--- config.mk ---
export PLATFORM = sky130hd
export DESIGN_NAME = nmea_sentence_checksum_framer
export DESIGN_NICKNAME = d
export VERILOG_FILES = /design/src/sv/nscf_pkg.sv /design/src/sv/nscf_accum.sv /design/src/sv/nmea_sentence_checksum_framer.sv
export SDC_FILE = /design/constraint.sdc
export NUM_CORES = 1
export LEC_CHECK = 0
export ABC_CLOCK_PERIOD_IN_PS = 5710
export BUFFER_PORTS_ARGS = -buffer_cell sky130_fd_sc_hd__buf_2
export CAP_MARGIN = 20
export CORE_MARGIN = 1
export CORE_UTILIZATION = 40
export CTS_BUF_LIST = sky130_fd_sc_hd__clkbuf_8
export CTS_CLUSTER_SIZE = 16
export DETAILED_ROUTE_END_ITERATION = 6
export PLACE_DENSITY = 0.62
export SLEW_MARGIN = 25
export SYNTH_ARGS = -nofsm -noshare
export SYNTH_HDL_FRONTEND = slang
export SYNTH_SLANG_ARGS = --single-unit
--- constraint.sdc ---
create_clock -name i_clk -period 5.71 [get_ports i_clk]
set_input_delay 0.571 -clock i_clk [delete_from_list [all_inputs] [get_ports i_clk]]
set_output_delay 0.571 -clock i_clk [all_outputs]
set_load 0.1 [all_outputs]
--- src/sv/nscf_pkg.sv ---
// Shared types and constants for the NMEA sentence checksum framer.
package nscf_pkg;

    // Default and widths
    localparam int MaxLenDefault = 128;
    localparam int CountW        = 8;

    // Framing characters
    localparam logic [7:0] ChDollar = 8'h24;
    localparam logic [7:0] ChStar   = 8'h2A;

    // Head bytes are packed first byte lowest
    localparam logic [15:0] HeadGp    = 16'h5047;
    localparam logic [39:0] HeadGpgga = 40'h41_47_47_50_47;
    localparam logic [39:0] HeadGpgll = 40'h4C_4C_47_50_47;
    localparam logic [39:0] HeadGpgsa = 40'h41_53_47_50_47;
    localparam logic [39:0] HeadGpgsv = 40'h56_53_47_50_47;
    localparam logic [39:0] HeadGprmc = 40'h43_4D_52_50_47;
    localparam logic [39:0] HeadGpvtg = 40'h47_54_56_50_47;

    // Verdict codes
    typedef enum logic [2:0] {
        ST_OK       = 3'd0,
        ST_PREFIX   = 3'd1,
        ST_NO_SUM   = 3'd2,
        ST_MISMATCH = 3'd3,
        ST_OVERFLOW = 3'd4
    } t_status;

    // Sentence type codes
    typedef enum logic [2:0] {
        TY_NONE = 3'd0,
        TY_GGA  = 3'd1,
        TY_GLL  = 3'd2,
        TY_GSA  = 3'd3,
        TY_GSV  = 3'd4,
        TY_RMC  = 3'd5,
        TY_VTG  = 3'd6
    } t_stype;

    // Sentence collected so far
    typedef struct packed {
        logic [39:0]       head;
        logic [CountW-1:0] count;
        logic [7:0]        xsum;
        logic              star;
        logic [7:0]        hex_val;
        logic              hex_digit;
        logic              hex_ended;
        logic              hex_big;
        logic              overflow;
    } t_sent;

endpackage

--- src/sv/nscf_accum.sv ---
// Sentence accumulator: pending byte, running XOR, hex decode and head capture.
module nscf_accum #(
    parameter int MAX_LEN = nscf_pkg::MaxLenDefault
) (
    input  logic            i_clk,
    input  logic            i_rst_n,
    input  logic            i_take,
    input  logic [7:0]      i_byte,
    output nscf_pkg::t_sent o_sent
);
    import nscf_pkg::*;

    localparam logic [CountW-1:0] MaxLenW = CountW'(MAX_LEN);

    t_sent       r_sent, n_sent;
    logic [7:0]  r_pend, n_pend;
    logic        r_pend_vld, n_pend_vld;
    logic        dig_ok;
    logic [3:0]  dig_val;

    // Hex digit decode of the pending byte
    always_comb begin
        dig_ok  = 1'b1;
        dig_val = 4'd0;
        if (r_pend >= 8'h30 && r_pend <= 8'h39) begin
            dig_val = 4'(r_pend - 8'h30);
        end else if (r_pend >= 8'h41 && r_pend <= 8'h46) begin
            dig_val = 4'(r_pend - 8'h37);
        end else if (r_pend >= 8'h61 && r_pend <= 8'h66) begin
            dig_val = 4'(r_pend - 8'h57);
        end else begin
            dig_ok = 1'b0;
        end
    end

    // Next state: '$' clears, otherwise the pending byte joins the sentence
    always_comb begin
        n_sent     = r_sent;
        n_pend     = r_pend;
        n_pend_vld = r_pend_vld;
        if (i_take) begin
            if (i_byte == ChDollar) begin
                n_sent     = '0;
                n_pend     = '0;
                n_pend_vld = 1'b0;
            end else begin
                n_pend     = i_byte;
                n_pend_vld = 1'b1;
                if (r_pend_vld) begin
                    if (r_sent.count >= MaxLenW) begin
                        n_sent.overflow = 1'b1;
                    end else begin
                        if (r_sent.count < CountW'(5)) begin
                            n_sent.head[{r_sent.count[2:0], 3'b000} +: 8] = r_pend;
                        end
                        n_sent.count = r_sent.count + CountW'(1);
                        if (!r_sent.star) begin
                            if (r_pend == ChStar) begin
                                n_sent.star = 1'b1;
                            end else begin
                                n_sent.xsum = r_sent.xsum ^ r_pend;
                            end
                        end else if (!r_sent.hex_ended) begin
                            if (!dig_ok) begin
                                n_sent.hex_ended = 1'b1;
                            end else begin
                                if (r_sent.hex_val[7:4] != 4'd0) begin
                                    n_sent.hex_big = 1'b1;
                                end
                                n_sent.hex_val   = {r_sent.hex_val[3:0], dig_val};
                                n_sent.hex_digit = 1'b1;
                            end
                        end
                    end
                end
            end
        end
    end

    // State registers
    always_ff @(posedge i_clk) begin
        if (!i_rst_n) begin
            r_sent     <= '0;
            r_pend     <= '0;
            r_pend_vld <= 1'b0;
        end else begin
            r_sent     <= n_sent;
            r_pend     <= n_pend;
            r_pend_vld <= n_pend_vld;
        end
    end

    assign o_sent = r_sent;

    // Checks
    a_count_bound: assert property (@(posedge i_clk) disable iff (!i_rst_n)
        r_sent.count <= MaxLenW)
        else $error("sentence count past maximum length");
    a_clear_on_dollar: assert property (@(posedge i_clk) disable iff (!i_rst_n)
        (i_take && i_byte == ChDollar) |=> (r_sent.count == '0 && !r_pend_vld))
        else $error("sentence not cleared after '$'");
    a_overflow_full: assert property (@(posedge i_clk) disable iff (!i_rst_n)
        r_sent.overflow |-> r_sent.count == MaxLenW)
        else $error("overflow flagged with room left");

endmodule

--- src/sv/nmea_sentence_checksum_framer.sv ---
// Top level: NMEA sentence framer with checksum verdict and output register.
// Each verdict is registered: it is on the outputs in the cycle after the closing '$' is taken.
// Throughput: one byte per cycle if o_rx_ready is high; one register stage holds sentence state.
// The input stalls, whatever the byte, while a verdict sits undelivered in the output register
// and i_ready is low; o_rx_ready is !o_valid || i_ready.
// Reset (synchronous, active low) clears the sentence state and the output valid flag.
module nmea_sentence_checksum_framer #(
    parameter int MAX_LEN = nscf_pkg::MaxLenDefault
) (
    input  logic       i_clk,
    input  logic       i_rst_n,
    input  logic       i_rx_valid,
    output logic       o_rx_ready,
    input  logic [7:0] i_rx_byte,
    output logic       o_valid,
    input  logic       i_ready,
    output logic [2:0] o_status,
    output logic [2:0] o_sentence_type,
    output logic [7:0] o_computed_checksum,
    output logic [7:0] o_received_checksum,
    output logic [7:0] o_body_length
);
    import nscf_pkg::*;

    t_sent   sent;
    logic    take, close;
    t_status vstat;
    t_stype  vtype;
    logic    r_out_vld;
    t_status r_status;
    t_stype  r_type;
    logic [7:0] r_csum, r_rsum, r_len;

    assign o_rx_ready = !r_out_vld || i_ready;
    assign take       = i_rx_valid && o_rx_ready;
    assign close      = take && (i_rx_byte == ChDollar);

    nscf_accum #(
        .MAX_LEN (MAX_LEN)
    ) u_accum (
        .i_clk   (i_clk),
        .i_rst_n (i_rst_n),
        .i_take  (take),
        .i_byte  (i_rx_byte),
        .o_sent  (sent)
    );

    // Verdict, in priority order
    always_comb begin
        if (sent.overflow) begin
            vstat = ST_OVERFLOW;
        end else if (sent.count < CountW'(2) || sent.head[15:0] != HeadGp) begin
            vstat = ST_PREFIX;
        end else if (!sent.star || !sent.hex_digit) begin
            vstat = ST_NO_SUM;
        end else if (sent.hex_big || sent.xsum[7] || sent.hex_val != sent.xsum) begin
            vstat = ST_MISMATCH;
        end else begin
            vstat = ST_OK;
        end
    end

    // Sentence type, only for accepted sentences with a full head
    always_comb begin
        vtype = TY_NONE;
        if (vstat == ST_OK && sent.count >= CountW'(5)) begin
            case (sent.head)
                HeadGpgga: vtype = TY_GGA;
                HeadGpgll: vtype = TY_GLL;
                HeadGpgsa: vtype = TY_GSA;
                HeadGpgsv: vtype = TY_GSV;
                HeadGprmc: vtype = TY_RMC;
                HeadGpvtg: vtype = TY_VTG;
                default:   vtype = TY_NONE;
            endcase
        end
    end

    // Output register: valid flag
    always_ff @(posedge i_clk) begin
        if (!i_rst_n) begin
            r_out_vld <= 1'b0;
        end else if (close) begin
            r_out_vld <= 1'b1;
        end else if (i_ready) begin
            r_out_vld <= 1'b0;
        end
    end

    // Output register: payload
    always_ff @(posedge i_clk) begin
        if (close) begin
            r_status <= vstat;
            r_type   <= vtype;
            r_csum   <= sent.xsum;
            r_rsum   <= sent.hex_val;
            r_len    <= 8'(sent.count);
        end
    end

    assign o_valid             = r_out_vld;
    assign o_status            = r_status;
    assign o_sentence_type     = r_type;
    assign o_computed_checksum = r_csum;
    assign o_received_checksum = r_rsum;
    assign o_body_length       = r_len;

    // Checks
    a_close_gives_result: assert property (@(posedge i_clk) disable iff (!i_rst_n)
        close |=> o_valid)
        else $error("no verdict after '$'");
    a_type_only_if_ok: assert property (@(posedge i_clk) disable iff (!i_rst_n)
        (o_valid && o_status != ST_OK) |-> o_sentence_type == TY_NONE)
        else $error("sentence type given on a failed sentence");
    a_len_bound: assert property (@(posedge i_clk) disable iff (!i_rst_n)
        o_valid |-> o_body_length <= 8'(MAX_LEN))
        else $error("body length past maximum");

endmodule

After elaboration in Yosys (flattened, before gate mapping)
Cells that the tools add are included.
{"block": "totals", "regBits": 109, "input_bits": 12}
{"block": "classes", "add_sub_neg": 5, "n_lt_le_gt_ge": 10, "n_eq_ne": 14, "n_shift": 2, "muxes": 30, "bitwise_logic": 1, "reduce_logical": 30}
{"op": "equality test 40 x 39 -> 1 bit (second input constant)", "n": 6}
{"op": "2-to-1 mux 69 bit", "n": 2}
{"op": "2-to-1 mux 68 bit", "n": 1}
{"op": "bitwise mux 40 bit", "n": 1}
{"op": "2-to-1 mux 40 bit", "n": 1}
{"op": "variable shift 8 x 8 -> 40 bit (first input constant)", "n": 1}
{"op": "indexed part select 8 x 8 -> 40 bit", "n": 1}
{"op": "2-to-1 mux 11 bit", "n": 2}
{"op": "2-to-1 mux 9 bit", "n": 2}
{"op": "one-hot mux 3 bit (6 select lines)", "n": 1}
{"op": "equality test 8 x 6 -> 1 bit (second input constant)", "n": 2}
{"op": ">= comparator 8 x 7 -> 1 bit (second input constant)", "n": 2}
{"op": "less-or-equal comparator 8 x 7 -> 1 bit (second input constant)", "n": 2}
{"op": "2-to-1 mux 8 bit", "n": 2}
{"op": "inequality test 16 x 15 -> 1 bit (second input constant)", "n": 1}
{"op": "nonzero test 2 bit", "n": 7}
{"op": "2-to-1 mux 4 bit", "n": 3}
{"op": "2-to-1 mux 1 bit", "n": 11}
{"op": "adder 8 x 1 -> 8 bit (second input constant)", "n": 1}
{"op": ">= comparator 8 x 3 -> 1 bit (second input constant)", "n": 1}
{"op": ">= comparator 8 x 6 -> 1 bit (second input constant)", "n": 1}
{"op": ">= comparator 8 bit (second input constant)", "n": 1}
{"op": "less-or-equal comparator 8 x 6 -> 1 bit (second input constant)", "n": 1}
{"op": "< comparator 8 x 2 -> 1 bit (second input constant)", "n": 1}
{"op": "19 further kinds", "n": 38}

Longest topological paths before layout
Gate-level depths: netlist of run 1.
{"block": "depth", "depth_word": 11, "ltp_mapped": 9}

Cells and area by module
Synthesis of run 1 repeated with hierarchy kept, for this count alone.
{"block": "unflattened", "hier_cells": 492, "hier_area_um2": 5266.3}
{"module": "nscf_accum", "instances": 1, "cells_per_inst": 386, "area_each_um2": 3826.2, "seq_area_each_um2": 1561.5}
{"module": "nmea_sentence_checksum_framer", "instances": 1, "cells_per_inst": 106, "area_each_um2": 1440.1, "seq_area_each_um2": 920.9}

Least setup slack after synthesis of run 1
OpenSTA, ideal clock, no wires.
{"block": "synth_timing", "path_type": "flip-flop to flip-flop", "startpoint": "reg r_out_vld, in the netlist o_valid", "endpoint": "reg u_accum.r_sent (netlist bit u_accum.o_sent[10])", "setup_ns": 0.059, "arrival_ns": 2.904, "required_ns": 5.651, "slack_ns": 2.747, "stages_incl_launch_ff": 7, "path_buffers": 0, "synth_period_minus_slack_ns": 2.963, "path_cell_list": "dfxtp_1 nor2b_1 inv_1 nand2_1 o21ai_2 a21oi_2 a22o_1"}
{"block": "synth_between", "elab_chain_len": 4}
{"item": "from (decl)", "line_no": "nmea_sentence_checksum_framer.sv:29", "rtl": "logic r_out_vld;"}
{"item": "from (signal assigned)", "line_no": "nmea_sentence_checksum_framer.sv:82", "rtl": "r_out_vld <= 1'b0;"}
{"item": "from (signal assigned)", "line_no": "nmea_sentence_checksum_framer.sv:84", "rtl": "r_out_vld <= 1'b1;"}
{"item": "from (signal assigned)", "line_no": "nmea_sentence_checksum_framer.sv:86", "rtl": "r_out_vld <= 1'b0;"}
{"item": "logical NOT 1 bit", "line_no": "nmea_sentence_checksum_framer.sv:34", "rtl": "assign o_rx_ready = !r_out_vld || i_ready;"}
{"item": "logical OR 1 bit", "line_no": "nmea_sentence_checksum_framer.sv:34"}
{"item": "net o_rx_ready", "line_no": "nmea_sentence_checksum_framer.sv:13", "rtl": "output logic o_rx_ready,"}
{"item": "logical AND 1 bit", "line_no": "nmea_sentence_checksum_framer.sv:35", "rtl": "assign take = i_rx_valid && o_rx_ready;"}
{"item": "AND reduction 6 bit (no line)"}
{"item": "to (signal assigned)", "line_no": "nscf_accum.sv:87", "rtl": "r_sent <= n_sent;"}
{"item": "to (decl)", "line_no": "nscf_accum.sv:15", "rtl": "t_sent r_sent, n_sent;"}
The timed path passes the listed nets, and every way through them passes these cells.
A chain may end at the register's enable or synchronous reset.

Final worst setup path of run 1
{"block": "layout_timing", "startpoint": "in i_rx_byte[1]", "endpoint": "reg u_accum.r_sent (netlist bit u_accum.o_sent[19])"}
{"block": "layout_between", "elab_chain_len": 3, "elab_cells_between_ends": 7, "classes_between": "eq/ne (4); mux (1); reduce/logical (2)"}
{"item": "from (decl)", "line_no": "nmea_sentence_checksum_framer.sv:14", "rtl": "input logic [7:0] i_rx_byte,"}
{"item": "equality test 8 x 6 -> 1 bit (*)", "line_no": "nscf_accum.sv:42", "rtl": "if (i_byte == ChDollar) begin"}
{"item": "inequality test 2 bit (no line) or nonzero test 2 bit (tied branches)"}
{"item": "AND reduction 5 bit (no line)"}
Every way passes the cells marked *; elsewhere a longest branch is shown, timed or not.

==> results of run 1 <==
-- registers in the layout, summed over array words and instances (netlist names) --
name                 cells
u_accum.r_pend_vld       1
o_status                 3
o_computed_checksum      8
u_accum.o_sent          69
o_body_length            8
o_sentence_type          3
o_valid                  1
u_accum.r_pend           8
o_received_checksum      8
-- per-stage QoR --
step | utilization [%] | instance area (um^2) | std cells
floorplan | - | 4540 | 416
global placement | 44.7 | 4880 | 586
detailed placement | 44.7 | 4880 | 586
CTS | 46.5 | 5090 | 602
global route | 46.5 | 5090 | 602
finish | 46.5 | 5090 | 602
-- logic make-up (layout without fill, tap and decap cells) --
logic type,count (synthesis),in the layout
compound gates,107,107
xor+xnor,23,23
fa+ha+maj,9,9
buf+inv,26,72
flops,109,109
mux,1,1
simple gates,141,141
-- cell type report --
type | instances | area (um^2) | share of cell area, %
Sequential cell | 109 | 2480 | 48.8
Multi-Input combinational cell | 281 | 1960 | 38.4
Timing Repair Buffer | 45 | 230 | 4.53
Tap cell | 140 | 175 | 3.44
Clock buffer | 9 | 124 | 2.43
Clock inverter | 7 | 78.8 | 1.55
Inverter | 11 | 41.3 | 0.812
-- worst min-delay path by stage --
| stage | slack, ps | end | start |
|---|---|---|---|
| detailed placement | 440 | u_accum.o_sent[35] | u_accum.o_sent[35] |
| global route | 430 | u_accum.r_pend[1] | i_rx_byte[1] |
| finish | 430 | u_accum.r_pend[0] | i_rx_byte[0] |
| CTS | 420 | u_accum.r_pend[1] | i_rx_byte[1] |
| floorplan | 420 | u_accum.o_sent[36] | u_accum.o_sent[36] |
| global placement | 440 | u_accum.o_sent[43] | u_accum.o_sent[43] |
-- per-layer routing --
metal  vias to the layer above  share of wire (%)
met5                         -                  0
met4                         0                1.8
met3                        14                4.8
met2                        76                 47
met1                      1580                 46
li1                       1655                  -
-- report_power, final --
group	internal (mW)	total [mW]	switching [mW]	leakage [nW]
Clock	0.208	0.475	0.267	0.0982
Combinational	0.0211	0.0650	0.0439	0.752
Sequential	0.797	0.809	0.0127	0.920
Total	1.03	1.35	0.324	1.77
-- placed cells by master, fill, tap and decap left out, drive strengths merged, types with 3 or more instances in the layout --
| cell | count |
|---|---|
| nor4b | 4 |
| nand4 | 6 |
| ha | 9 |
| dfxtp | 79 |
| nor2 | 33 |
| buf | 45 |
| o2bb2ai | 32 |
| a21oi | 24 |
| nand4b | 4 |
| a22o | 8 |
| o221ai | 8 |
| nand2b | 3 |
| edfxtp | 30 |
| xnor2 | 11 |
| o21ai | 8 |
| nand3 | 9 |
| nand2 | 37 |
| or4 | 6 |
| and3 | 4 |
| o2111ai | 4 |
| nor2b | 6 |
| a32o | 8 |
| nor4bb | 3 |
| xor2 | 12 |
| nor3 | 8 |
| clkbuf | 9 |
| nor3b | 6 |
| inv | 14 |
-- worst max-delay path, delay by kind of cell --
kind	cells	cell delay, ps
and+or+nand+nor	3	1340
buffers and inverters	2	600
AOI/OAI and AO/OA	1	210
xor gates and xnor gates	1	180
==> results.py, run 1 <==
metrics = {
    "logic_synthesis": {
        "ys_ff_latch": 109,
        "async_flop_share_pct": 0,
        "avgSynthCellArea_um2": 10.9,
        "synthTopCellsByCount": "79 x dfxtp_1, 37 x nand2_1, 33 x nor2_1",
        "synth_adder_area_share_pct": 2.48,
        "synth_cell_type_count": 56,
        "synth_top_family_by_area": "compound AO/OA/AOI/OAI gates",
        "netlist_instances": 416,
        "synthTopCellsByArea": "dfxtp_1 35%, edfxtp_1 20%, o2bb2ai_1 6.2%, nand2_1 3.1%, nor2_1 2.7%",
        "yosys.area_share.simple_pct": 17.6,
        "synth-xor-area-share_pct": 4.44,
        "synth_compound_area_share_pct": 18.3,
        "synth_enable_flop_cells": 30,
        "muxShareOfSynthArea_pct": 0.248,
        "yosysMostFrequentCell": "dfxtp_1",
        "synth_top_cell_area_share_pct": 34.8,
        "yosysWarnings": 0,
        "synth_ff_type": "dfxtp_1",
        "synth-seq-area-share_pct": 54.7,
        "synth_area_mm2": 0.00454,
        "synth_nets": 437,
        "synth_largest_area_cell": "dfxtp_1",
    },
    "critical_path": {
        "crit_start": "i_rx_byte[1]",
        "endpoint_kind": "flop",
        "crit_chain": "buf_2 -> or4_1 -> nor4_4 -> buf_4 -> o221ai_1 -> xor2_1 -> nor2_1",
        "crit_type": "input port to flop",
        "cp_max_fo": 32,
        "cpMaxStageDelayCell": "nor4_4",
        "slowest_delay_ps": 660,
        "crit_required_ps": 5960,
        "r2r_end": "o_sentence_type[1]",
        "rrSetupSlack_ps": 3060,
        "worstSetupEndpoint": "u_accum.o_sent[19]",
        "reg2reg_from": "u_accum.o_sent[32]",
        "ff2ff_path_depth": 5,
        "critPathArrivalTime_ps": 2930,
        "cp-start-kind": "input port",
    },
    "floorplan": {
        "die_x_um": 109,
        "fp.dieH_um": 109,
        "dieArea_mm2": 0.0118,
        "ios": 44,
        "rows": 38,
        "initial_utilization_pct": 41.5,
        "core_mm2": 0.0109,
    },
    "place": {
        "portBuffers": 43,
        "routabilityCongestion": 0.841,
        "pre_cts_ws_ps": 2610,
        "hpwlAfterDp_um": 7140,
    },
    "routing": {
        "drt_iter0_markers": 131,
        "drc": 0,
        "dr_total_vias": 3325,
        "post_drt_wl_per_cell_um": 16.4,
        "via_per_inst": 5.52,
        "dr.pass1.iters": 4,
        "drt_wl_total_um": 9880,
        "ant_nets": 0,
    },
    "cts": {
        "numCtsBuffers": 9,
        "clock_latency_ps": 380,
        "hold_buffers": 0,
        "ctsResizeCount": 0,
        "cts_root_buffer": "clkbuf_8",
        "clk_pin_slew_ps": 110,
        "clk_path_buf_depth": 2,
        "h-tree-depth": 3,
        "postCtsSetupBuffers": 0,
        "cts_tree": "done",
        "cts.sinks": 109,
    },
    "finish": {
        "syn_to_final_growth_pct": 12.1,
        "fillerInstances": 1050,
        "final_layout_size_suffix_gt1_share_pct": 16.2,
        "n_antenna_cell": 0,
        "nNetsFinal": 478,
    },
    "min_path": {
        "hold_depth": 3,
        "min_path_type": "input port to flop",
    },
    "global_route": {
        "grt-ovfl-total": 0,
        "grt_pass1_wl_um": 16100,
        "grt_pass1_vias": 3073,
        "grt_max_degree": 33,
        "met3_usage_pct": 3.86,
        "use_met2_pct": 29.9,
        "antenna_found_initial": 0,
        "top_usage_layer": "met2",
        "gr-usage-all-layers_pct": 18.0,
        "grt_use_met1_pct": 23.4,
    },
    "sta": {
        "layout_worst_path_cycle_share_pct": 46.9,
        "final-setup-viol-count": 0,
        "hold_ws_ps": 433,
        "fin_crit_ps": 2680,
        "grt_setup_unrepaired": "no",
        "finClkSkew_ps": 16.3,
        "hold_violations": 0,
        "finalMaxSlewViolations": 0,
        "tns_ps": 0,
        "fmax_ghz": 0.373,
        "worst_slew_pin_slew_ps": 825,
        "setup_ws_ps": 3030,
        "timing.slew.headroom_pct": 44.6,
    },
    "pwr": {
        "peakVddDrop_uv": 145,
        "p_leak_nw": 1.77,
        "power.density_mw_per_mm2": 265,
        "finalPower_mw": 1.35,
    },
    "status": {
        "outcome": "finished clean",
    },
    "run": {
        "drv_cap": 0,
    },
}
No activity file was read; power rests on OpenSTA's default activity.
==> inputs of run 2 (changes only) <==
- ABC_CLOCK_PERIOD_IN_PS: 5710 -> 2700
- clock period: 5.71 -> 2.7 ns (I/O delays scaled with it)
==> run 2 against run 1 <==
Cell area up 1.6%. Combinational power up 140%. Clock power up 96%. Power up 110%. Non-clock buffer count up 12. Global-route usage up 0.53 points. Register-to-register slack worse by 3000 ps. Critical path type is now flop to flop. Largest power group unchanged.
==> results.py, run 2 (synthesis results as in run 1) <==
metrics = {
    "status": {
        "outcome": "finished clean",
    },
    "routing": {
        "drc": 0,
        "drt_wl_total_um": 10200,
        "dr.pass1.iters": 4,
        "via_per_inst": 5.54,
        "drt_iter0_markers": 201,
        "dr_total_vias": 3400,
        "ant_nets": 0,
        "post_drt_wl_per_cell_um": 16.7,
    },
    "cts": {
        "cts_root_buffer": "clkbuf_8",
        "clk_path_buf_depth": 2,
        "clk_pin_slew_ps": 110,
        "clock_latency_ps": 380,
        "h-tree-depth": 3,
        "postCtsSetupBuffers": 0,
        "ctsResizeCount": 0,
        "cts.sinks": 109,
        "numCtsBuffers": 9,
        "cts_tree": "done",
        "hold_buffers": 0,
    },
    "finish": {
        "n_antenna_cell": 0,
        "nNetsFinal": 490,
        "final_cell_mix": "78 x dfxtp_1, 43 x buf_2, 37 x nand2_1",
        "syn_to_final_growth_pct": 13.9,
        "utilization_pct": 47.3,
        "largest_reg_flops": 69,
        "final_common_cell": "dfxtp_1",
        "final_layout_size_suffix_gt1_share_pct": 18.6,
    },
    "sta": {
        "fin_crit_ps": 2590,
        "tns_ps": 0,
        "hold_violations": 0,
        "setup_ws_ps": 109,
        "final-setup-viol-count": 0,
        "grt_setup_unrepaired": "no",
        "finClkSkew_ps": 10.8,
        "fmax_ghz": 0.386,
        "hold_ws_ps": 129,
        "layout_worst_path_cycle_share_pct": 96.0,
        "worst_slew_pin_slew_ps": 749,
        "finalMaxSlewViolations": 0,
        "timing.slew.headroom_pct": 49.9,
    },
    "floorplan": {
        "fp.dieH_um": 109,
        "dieArea_mm2": 0.0118,
        "ios": 44,
        "core_mm2": 0.0109,
        "die_x_um": 109,
        "initial_utilization_pct": 41.5,
        "rows": 38,
    },
    "pwr": {
        "p_leak_nw": 1.82,
        "p_clk_share_pct": 33.4,
        "switching_share_pct": 25.3,
        "p_sw_uw": 706,
        "finalPower_mw": 2.79,
        "comb_power_share_pct": 5.6,
        "power.density_mw_per_mm2": 540,
        "p_seq_share_pct": 61.0,
        "internal_power_mw": 2.09,
        "peakVddDrop_uv": 320,
    },
    "place": {
        "hpwlAfterDp_um": 7440,
        "pre_cts_ws_ps": 206,
        "routabilityCongestion": 0.821,
        "portBuffers": 43,
    },
    "critical_path": {
        "cpMaxStageDelayCell": "or4b_2",
        "critPathArrivalTime_ps": 2840,
        "crit_required_ps": 2950,
        "cp-start-kind": "flop",
        "cp_max_fo": 3,
        "crit_type": "flop to flop",
        "slowest_delay_ps": 670,
        "endpoint_kind": "flop",
        "crit_chain": "or4b_2 -> nor4_2 -> a21boi_0 -> nand4b_1 -> o21ba_2",
    },
    "run": {
        "drv_cap": 0,
    },
    "min_path": {
        "min_path_type": "input port to flop",
    },
    "global_route": {
        "grt-ovfl-total": 0,
        "grt_pass1_wl_um": 16700,
        "grt_pass1_vias": 3257,
        "antenna_found_initial": 0,
        "gr-usage-all-layers_pct": 18.5,
        "grt_max_degree": 46,
    },
}
[run 2: power groups by stage]
| stage | Clock [mW] | Sequential [mW] | Combinational (mW) |
|---|---|---|---|
| global placement | 0 | 1.74 | 0.152 |
| floorplan | 0 | 1.74 | 0.101 |
| detailed placement | 0 | 1.74 | 0.155 |
| global route | 1.01 | 1.71 | 0.173 |
| finish | 0.933 | 1.70 | 0.156 |
| CTS | 0.950 | 1.70 | 0.156 |
[run 2: worst paths after layout]
check / depth (start not counted) / start / slack (ps) / endpoint
worst min register to register: 1 / u_accum.o_sent[41] / 470 / u_accum.o_sent[41]
worst min-delay path: 3 / i_rx_byte[0] / 130 / u_accum.r_pend[0]
worst max register to register: 5 / u_accum.o_sent[32] / 110 / o_sentence_type[1]
worst max-delay path: 5 / u_accum.o_sent[32] / 110 / o_sentence_type[1]
[run 2: stage by stage]
stage / instance area [um^2] / cells
2_1_floorplan: 4540 / 416
3_3_place_gp: 4990 / 598
3_5_place_dp: 4990 / 598
4_1_cts: 5170 / 614
5_1_grt: 5170 / 614
6_report: 5170 / 614
[run 2: worst max-delay path, delay by kind of cell, from the launching register on]
kind | cells | cell delay [ps]
compound gates | 2 | 760
flops | 1 | 330
simple gates | 3 | 1370
[run 2: cell type report]
cell class	instances	area [um^2]
Clock buffer	9	124
Fill cell	1051	5770
Clock inverter	7	57.6
Multi-Input combinational cell	281	1960
Inverter	11	41.3
Sequential cell	109	2480
Tap cell	140	175
Timing Repair Buffer	57	333
[run 2: routing by layer]
layer / up-vias / wire length, um / global-route usage [%]
li1: 1684 / - / -
met1: 1633 / 4720 / 24.1
met2: 71 / 4980 / 30.7
met3: 12 / 372 / 3.07
met4: 0 / 175 / 7.24
met5: - / 0 / 0
